[config.mk]
export PLATFORM = sky130hd
export DESIGN_NAME = kvi_div
export DESIGN_NICKNAME = d
export VERILOG_FILES = /design/src/sv/kvi_pkg.sv /design/src/sv/kvi_div.sv
export SDC_FILE = /design/constraint.sdc
export NUM_CORES = 1
export LEC_CHECK = 0
export BUFFER_PORTS_ARGS = -buffer_cell sky130_fd_sc_hd__clkbuf_2
export CAP_MARGIN = 15
export CORE_MARGIN = 1.5
export CORE_UTILIZATION = 55
export DETAILED_ROUTE_END_ITERATION = 8
export PLACE_DENSITY = 0.83
export SETUP_SLACK_MARGIN = 0.3
export SLEW_MARGIN = 40
export SYNTH_ARGS = -nofsm -noshare
export SYNTH_HDL_FRONTEND = slang
export SYNTH_SLANG_ARGS = --single-unit
export TNS_END_PERCENT = 20
[constraint.sdc]
create_clock -name clk -period 3.34 [get_ports clk]
set_input_delay 0.334 -clock clk [delete_from_list [all_inputs] [get_ports clk]]
set_output_delay 0.334 -clock clk [all_outputs]
set_load 0.03 [all_outputs]
[src/sv/kvi_pkg.sv]
// Package for the keyframe vector interpolator: payload types, codes and widths.
package kvi_pkg;

    localparam int DEF_MAX_KEYS   = 1024;
    localparam int DEF_MAX_JOINTS = 16;

    localparam int NJ_W   = 5;
    localparam int NK_W   = 11;
    localparam int ADDR_W = 3;
    localparam int DATA_W = 32;
    localparam int ALPHA_W = 16;

    localparam logic [1:0] CMD_WR_TIME  = 2'd0;
    localparam logic [1:0] CMD_WR_JOINT = 2'd1;
    localparam logic [1:0] CMD_QUERY    = 2'd2;

    localparam logic REG_NUM_JOINTS = 1'b0;
    localparam logic REG_NUM_KEYS   = 1'b1;

    typedef struct packed {
        logic [1:0]         cmd;
        logic [9:0]         key_index;
        logic [3:0]         joint_slot;
        logic signed [31:0] data_word;
    } kvi_in_t;

    typedef struct packed {
        logic [3:0]         joint_number;
        logic signed [31:0] joint_value;
        logic               last;
    } kvi_out_t;

endpackage

[src/sv/kvi_div.sv]
// Restoring divider for the interpolation weight, one quotient bit per cycle.
module kvi_div
(
    input  logic        clk,
    input  logic        rst_n,
    input  logic        start,
    input  logic [32:0] num,
    input  logic [32:0] den,
    output logic        done,
    output logic [kvi_pkg::ALPHA_W-1:0] quo
);
    import kvi_pkg::*;

    localparam int CNT_W = $clog2(ALPHA_W + 1);

    logic [33:0]        rem_reg, rem_next;
    logic [32:0]        den_reg;
    logic [ALPHA_W-1:0] quo_reg, quo_next;
    logic [CNT_W-1:0]   cnt_reg;
    logic               busy_reg;
    logic               done_reg;
    logic [33:0]        shifted;

    // remainder stays below the divisor, so the doubled value fits
    always_comb
    begin
        shifted  = {rem_reg[32:0], 1'b0};
        rem_next = shifted;
        quo_next = {quo_reg[ALPHA_W-2:0], 1'b0};
        if (shifted >= {1'b0, den_reg})
        begin
            rem_next = shifted - {1'b0, den_reg};
            quo_next = {quo_reg[ALPHA_W-2:0], 1'b1};
        end
    end

    always_ff @(posedge clk or negedge rst_n)
    begin
        if (!rst_n)
        begin
            busy_reg <= 1'b0;
            done_reg <= 1'b0;
            cnt_reg  <= '0;
        end
        else
        begin
            done_reg <= 1'b0;
            if (start)
            begin
                busy_reg <= 1'b1;
                cnt_reg  <= '0;
            end
            else if (busy_reg)
            begin
                cnt_reg <= cnt_reg + 1'b1;
                if (cnt_reg == CNT_W'(ALPHA_W - 1))
                begin
                    busy_reg <= 1'b0;
                    done_reg <= 1'b1;
                end
            end
        end
    end

    always_ff @(posedge clk)
    begin
        if (start)
        begin
            rem_reg <= {1'b0, num};
            den_reg <= den;
            quo_reg <= '0;
        end
        else if (busy_reg)
        begin
            rem_reg <= rem_next;
            quo_reg <= quo_next;
        end
    end

    assign done = done_reg;
    assign quo  = quo_reg;

endmodule

; Word-level counts from Yosys, hierarchy flattened
; Index checks and enable logic that the tools add are counted.
[classes]
add_sub_neg = 2
magnitude_cmp = 1
eq_ne = 1
mux = 12
reduce_logical = 1
[ops]
columns = op, n
row1 = 2-to-1 mux 33 bit, 3
row2 = greater-or-equal comparator 34 x 33 -> 1 bit, 1
row3 = subtractor 33 bit, 1
row4 = 2-to-1 mux 5 bit, 2
row5 = 2-to-1 mux 1 bit, 7
row6 = adder 5 x 1 -> 5 bit (second input constant), 1
row7 = equality test 5 x 4 -> 1 bit (second input constant), 1
row8 = nonzero test 2 bit, 1
[totals]
register_bits = 89

; Longest topological paths before layout
; Gate-level depths: netlist (run 1).
[depth]
depth_word = 4
mapped_depth = 13

; Worst setup path after synthesis (run 1)
; Ideal clock, no wire load.
[synth_timing]
kind = register -> register
start = register rem_reg[5]
end = register rem_reg[23] (data pin)
setup_time_ns = 0.260
t_arrival_ns = 2.344
required_ns = 3.080
slack_ns = 0.736
stages_incl_launch_ff = 11
n_path_buf = 0
synth_period_minus_slack_ns = 2.604
cell_sequence = edfxtp_1 > ha_1 > a21oi_1 > o21bai_1 > a211oi_2 > o31ai_2 > a221o_2 > o21bai_1 > xor2_1 > o21ai_1 > mux2_2
[synth_via]
elab_chain_len = 4
word_cells_on_any_way = 5
classes_between = add/sub: 1 / order compare: 1 / mux: 3
[synth_rtl]
columns = item, line_no
row1 = start: declaration, kvi_div.sv:16  ; logic [33:0] rem_reg, rem_next;
row2 = start signal: assignment, kvi_div.sv:69  ; rem_reg <= {1'b0, num};
row3 = start signal: assignment, kvi_div.sv:75  ; rem_reg <= rem_next;
row4 = subtractor 33 bit or greater-or-equal comparator 34 x 33 -> 1 bit (tied branches), "kvi_div.sv:32, kvi_div.sv:30"
row5 = 2-to-1 mux 33 bit *, kvi_div.sv:30  ; if (shifted >= {1'b0, den_reg})
row6 = 2-to-1 mux 33 bit *, kvi_div.sv:73  ; else if (busy_reg)
row7 = 2-to-1 mux 33 bit *, kvi_div.sv:67  ; if (start)
; Every way passes the cells marked *; elsewhere a longest branch is shown, timed or not. The select of a mux whose other input is x is not followed.
; A chain may end at the register's enable or synchronous reset.

; Worst setup path after layout (run 1)
[layout_timing]
start = register rem_reg[1]
end = register rem_reg[16] (data pin)
; The elaborated chain is that of the path after synthesis.

==> flow_metrics.py, run 1 <==
metrics = {
    "final_layout": {
        "nets": 750,
        "drive_above_1_share": 0.223,
        "layout_common_cells": "clkbuf_2, edfxtp_1, inv_1, nor2_1, a21oi_1",
        "fill_cells": 831,
        "final_common_cell": "clkbuf_2",
        "final_util": 0.628,
        "area_growth_pct": 11.7,
        "antennaDiodeCount": 0,
    },
    "sta": {
        "setup_viol_count_final": 0,
        "clock.fmax_mhz": 335,
        "slew-limit-headroom": 0.619,
        "tns_ns": 0,
        "min_period_ns": 2.98,
        "tightest_slew_ns": 0.557,
        "finalCritPeriodShare": 0.893,
        "grt_setup_unrepaired": "true",
        "hold_viol_final": 0,
        "final_max_slew_viol_count": 0,
        "fin_skew_ns": 0.0107,
    },
    "worst_setup_path": {
        "cp_cell_sequence": "ha_1, and2b_1, o2111ai_1, nand2_1, a31oi_1, o221ai_1, xnor2_1, o21ai_1, mux2_2",
        "worst_setup_path_end_kind": "flip-flop",
        "cp.arrival_ns": 3.14,
        "worstPathRequired_ns": 3.50,
        "regToRegSetupSlack_ns": 0.36,
        "cpLargestDelayFamily": "compound AO/OA/AOI/OAI gates",
        "r2r-end": "rem_reg[16]",
        "max_stage_delay_ns": 0.42,
        "worstSetupPathType": "reg -> reg",
        "cp-start-kind": "flip-flop",
        "critPathLaunch": "rem_reg[1]",
        "r2r-start": "rem_reg[1]",
        "critPathBufInv": 0,
        "crit_path_max_fanout": 4,
        "r2r_cells": 9,
        "crit_slowest_cell": "edfxtp_1",
    },
    "clock_tree": {
        "cts_buffers": 9,
        "clock_path_buffers": 2,
        "h-tree-depth": 3,
        "cts_setup_buffers": 0,
        "cts_root_buf": "clkbuf_8",
        "cts_tree": "done",
        "cts_sinks": 89,
        "path_clk_slew_ns": 0.10,
        "insertion_delay_ns": 0.39,
    },
    "detailed_routing": {
        "avgRoutedWirePerCell_um": 15.6,
        "dr.pass1.iters": 4,
        "postRouteAntennaNets": 0,
        "vias_per_cell": 5.74,
        "drc": 0,
        "wirelength_um": 12300,
        "num_vias": 4515,
        "drt_iter0_markers": 253,
    },
    "floorplanning": {
        "io_pins": 86,
        "rows": 37,
        "die_y_um": 105,
        "start_util": 0.562,
        "die_w_um": 105,
        "core_area_mm2": 0.0102,
        "dieArea_mm2": 0.0111,
    },
    "synthesis": {
        "synth-seq-cells": 89,
        "yosysWarnings": 0,
        "synth-seq-area-share": 0.431,
        "synth_edf_count": 66,
        "postSynthAreaPerCell_um2": 9.78,
        "ys_types": 66,
        "syn_inst": 588,
        "ys_top_cells_by_area": "edfxtp_1, ha_1, dfxtp_1, a21oi_1, inv_1",
        "syn-cell-area_mm2": 0.00575,
        "yosysTopAreaCell": "edfxtp_1",
        "syn_nets": 693,
        "synthFlopType": "edfxtp_1",
        "yosys.area.top_type_share": 0.344,
        "async_reset_ff_frac": 0.0787,
    },
    "worst_hold_path": {
        "hold_end": "den_reg[10]",
        "worstHoldStart": "den[10]",
        "hp-class": "in -> reg",
        "hold_depth": 1,
    },
    "place": {
        "dp_hpwl_um": 8450,
        "routabilityCongestion": 0.898,
        "io_buffers": 85,
    },
    "global_route": {
        "grt_max_degree": 113,
        "grt-ovfl-total": 0,
        "first_global_vias": 4293,
        "grt_usage": 0.224,
        "antenna_found_initial": 0,
        "grt_pass1_wl_um": 19700,
    },
    "power_and_ir_drop": {
        "leakagePower_nw": 2.95,
        "ir_drop_mv": 0.459,
        "power.density_mw_per_mm2": 867,
    },
    "job": {
        "drv_cap": 0,
    },
    "status": {
        "status": "complete, no violations",
    },
}
Yosys cell counts, drive strengths merged (12+ instances only):
library cell  instances
o21ai                28
a211oi               19
inv                  60
dfxtp                16
mux2                 12
mux2i                16
a21o                 21
xor2                 13
edfxtp               66
nor2                 52
ha                   35
a21oi                51
xnor2                16
nand2                37
clkbuf               15
buf                  29
final cells by class:
type	count	area (um2)	share of cell area
inverters	60	225	0.0350
flip-flops and latches	89	2480	0.386
repair buffers	90	510	0.0794
multi-input cells	395	2850	0.443
clock inverters	7	71.3	0.0111
well taps	136	170	0.0265
clock buffers	9	124	0.0193
power breakdown:
group	switching [W]	internal (W)	total, W
clock	0.000457	0.000294	0.000751
combinational	0.00180	0.00135	0.00315
sequential	0.000153	0.00152	0.00167
metrics by stage:
step                hold WS, ns  area, um2  std cells  setup slack, ns  total power [W]
floorplan                0.0384       5750        588            0.736          0.00410
global route             0.0898       6430        786            0.258          0.00597
finish                    0.108       6430        786            0.356          0.00557
CTS                      0.0933       6340        785            0.358          0.00541
global placement          0.171       6140        768            0.486          0.00453
detailed placement        0.180       6140        768            0.413          0.00463
metal layers:
metal	part of all wire	up-vias	wire (um)	global-route usage
met5	0	-	0	0
met4	0.019	0	231	0.0793
met3	0.067	22	826	0.0730
met2	0.48	150	5860	0.355
met1	0.44	2141	5360	0.286
li1	-	2202	-	-
worst max path at each step:
| stage | endpoint | slack, ns | cells past startpoint |
|---|---|---|---|
| 2_1_floorplan | rem_reg[23] | 0.74 | 10 |
| 3_3_place_gp | rem_reg[16] | 0.49 | 11 |
| 3_5_place_dp | rem_reg[25] | 0.41 | 11 |
| 4_1_cts | rem_reg[32] | 0.36 | 11 |
| 5_1_grt | rem_reg[29] | 0.26 | 10 |
| 6_report | rem_reg[16] | 0.36 | 9 |
repair_timing:
| item | 4_1_cts | 5_1_grt |
|---|---|---|
| hold endpoints to repair | 7 | 0 |
| setup endpoints to repair | 0 | 31 |
| hold buffers | 1 | 0 |
| resized for setup | 0 | 10 |
cells by family (layout without fill, tap and decap cells):
family | Yosys count | in the layout | synth area share
DFF | 89 | 89 | 0.431
AOI/OAI and AO/OA | 163 | 163 | 0.194
and+or+nand+nor | 139 | 139 | 0.115
adders and majority gates | 36 | 36 | 0.0796
buffers and inverters | 104 | 166 | 0.0842
muxes | 28 | 28 | 0.0520
xor gates and xnor gates | 29 | 29 | 0.0441
(Power assumes the default switching activity.)
==> run 2, diff against run 1 <==
--- a/config.mk
+++ b/config.mk
@@ -12,4 +12,5 @@
 export DETAILED_ROUTE_END_ITERATION = 8
 export PLACE_DENSITY = 0.83
+export REMOVE_ABC_BUFFERS = 1
 export SETUP_SLACK_MARGIN = 0.3
 export SLEW_MARGIN = 40
==> constraint.sdc (replaced) <==
create_clock -name clk -period 3.34 [get_ports clk]
set_input_delay 0.668 -clock clk [delete_from_list [all_inputs] [get_ports clk]]
set_output_delay 0.668 -clock clk [all_outputs]
set_load 0.05 [all_outputs]
==> flow_metrics.py, run 2 (synthesis gave the netlist of run 1 again) <==
metrics = {
    "worst_setup_path": {
        "cp-start-kind": "flip-flop",
        "crit_slowest_cell": "a221o_2",
        "worstSetupPathType": "reg -> reg",
        "crit_cells": 10,
        "cpLargestDelayFamily": "compound AO/OA/AOI/OAI gates",
        "worstPathRequired_ns": 3.49,
        "worst_setup_path_end_kind": "flip-flop",
        "r2r_cells": 10,
        "max_stage_delay_ns": 0.43,
        "cp_cell_sequence": "ha_1, a21oi_1, o21bai_1, a211oi_2, o31ai_2, a221o_2, o21bai_1, xor2_1, o21ai_1, mux2_2",
        "cp.arrival_ns": 3.07,
        "critPathBufInv": 0,
        "crit_path_max_fanout": 6,
        "timing.critical_path.mode_cell": "o21bai_1",
    },
    "detailed_routing": {
        "vias_per_cell": 5.53,
        "wirelength_um": 12000,
        "drc": 0,
        "dr.pass1.iters": 5,
        "avgRoutedWirePerCell_um": 15.2,
        "postRouteAntennaNets": 0,
        "drt_iter0_markers": 282,
        "num_vias": 4361,
    },
    "clock_tree": {
        "insertion_delay_ns": 0.39,
        "cts_buffers": 9,
        "cts_root_buf": "clkbuf_8",
        "path_clk_slew_ns": 0.10,
        "h-tree-depth": 3,
        "cts_sinks": 89,
        "cts_setup_buffers": 0,
        "clock_path_buffers": 2,
        "hold_buffers": 0,
        "cts_tree": "done",
    },
    "power_and_ir_drop": {
        "leakagePower_nw": 2.94,
        "ir_drop_mv": 0.481,
        "power.density_mw_per_mm2": 856,
    },
    "sta": {
        "setup_viol_count_final": 0,
        "final_max_slew_viol_count": 0,
        "hold_viol_final": 0,
        "fin_skew_ns": 0.0126,
        "tightest_slew_ns": 0.581,
        "holdWs_ns": 0.0988,
        "clock.fmax_mhz": 342,
        "slew-limit-headroom": 0.603,
        "tns_ns": 0,
        "finalCritPeriodShare": 0.875,
        "layout_setup_ws_ns": 0.416,
        "grt_setup_unrepaired": "true",
        "min_period_ns": 2.92,
    },
    "place": {
        "dp_hpwl_um": 8870,
        "routabilityCongestion": 0.895,
        "place_ws_ns": 0.413,
        "io_buffers": 85,
    },
    "final_layout": {
        "nets": 752,
        "drive_above_1_share": 0.219,
        "antennaDiodeCount": 0,
        "layout_common_cells": "clkbuf_2, edfxtp_1, inv_1, nor2_1, a21oi_1",
        "fill_cells": 862,
        "final_common_cell": "clkbuf_2",
        "area_growth_pct": 10.7,
        "final_util": 0.623,
    },
    "floorplanning": {
        "die_y_um": 105,
        "rows": 37,
        "core_area_mm2": 0.0102,
        "die_w_um": 105,
        "io_pins": 86,
        "dieArea_mm2": 0.0111,
        "start_util": 0.562,
    },
    "status": {
        "status": "complete, no violations",
    },
    "global_route": {
        "first_global_vias": 4305,
        "grt_pass1_wl_um": 20000,
        "antenna_found_initial": 0,
        "grt_max_degree": 37,
        "grt-ovfl-total": 0,
        "grt_usage": 0.226,
    },
    "job": {
        "drv_cap": 0,
    },
    "worst_hold_path": {
        "hp-class": "in -> async",
    },
}
[run 2: where the power goes]
part / internal, W / leakage, nW / switching [W] / total [W]
combinational: 0.00131 / 1.96 / 0.00178 / 0.00308
sequential: 0.00152 / 0.893 / 0.000144 / 0.00166
clock: 0.000280 / 0.0916 / 0.000427 / 0.000707
total: 0.00311 / 2.94 / 0.00235 / 0.00545
[run 2: timing repair]
action | in CTS | in global routing
hold endpoints to repair | 0 | 0
endpoints found under the setup margin | 0 | 16
gates resized for setup | 0 | 7
[run 2: worst paths after layout]
check	end	slack (ns)	startpoint
min in group clk	den_reg[29]	0.45	den[29]
max in group asynchronous	busy_reg	3.07	rst_n
min	cnt_reg[0]	0.1	rst_n
max	rem_reg[23]	0.42	rem_reg[5]
max reg2reg	rem_reg[23]	0.42	rem_reg[5]
min reg2reg	quo[0]	0.52	quo[0]
[run 2: layout make-up]
| cell class | instances | area, um2 | area share |
|---|---|---|---|
| clock buffer | 10 | 128 | 0.0200 |
| clock inverter | 6 | 48.8 | 0.00766 |
| inverter | 60 | 225 | 0.0353 |
| multi-input combinational | 395 | 2810 | 0.441 |
| sequential | 89 | 2480 | 0.389 |
| tap | 136 | 170 | 0.0267 |
| timing repair buffer | 92 | 513 | 0.0805 |
[run 2: through the flow]
step / instances / instance area [um2] / total power (W)
3_5_place_dp: 772 / 6170 / 0.00468
2_1_floorplan: 544 / 5490 / 0.00399
3_3_place_gp: 772 / 6170 / 0.00459
5_1_grt: 788 / 6370 / 0.00586
6_report: 788 / 6370 / 0.00545
4_1_cts: 788 / 6350 / 0.00541
[run 2: per-layer routing]
layer / global-route usage / part of all wire / up-vias
met5: 0 / 0 / -
met4: 0.0538 / 0.0093 / 0
met1: 0.296 / 0.46 / 2022
met3: 0.0668 / 0.066 / 9
met2: 0.369 / 0.47 / 128
li1: - / - / 2202
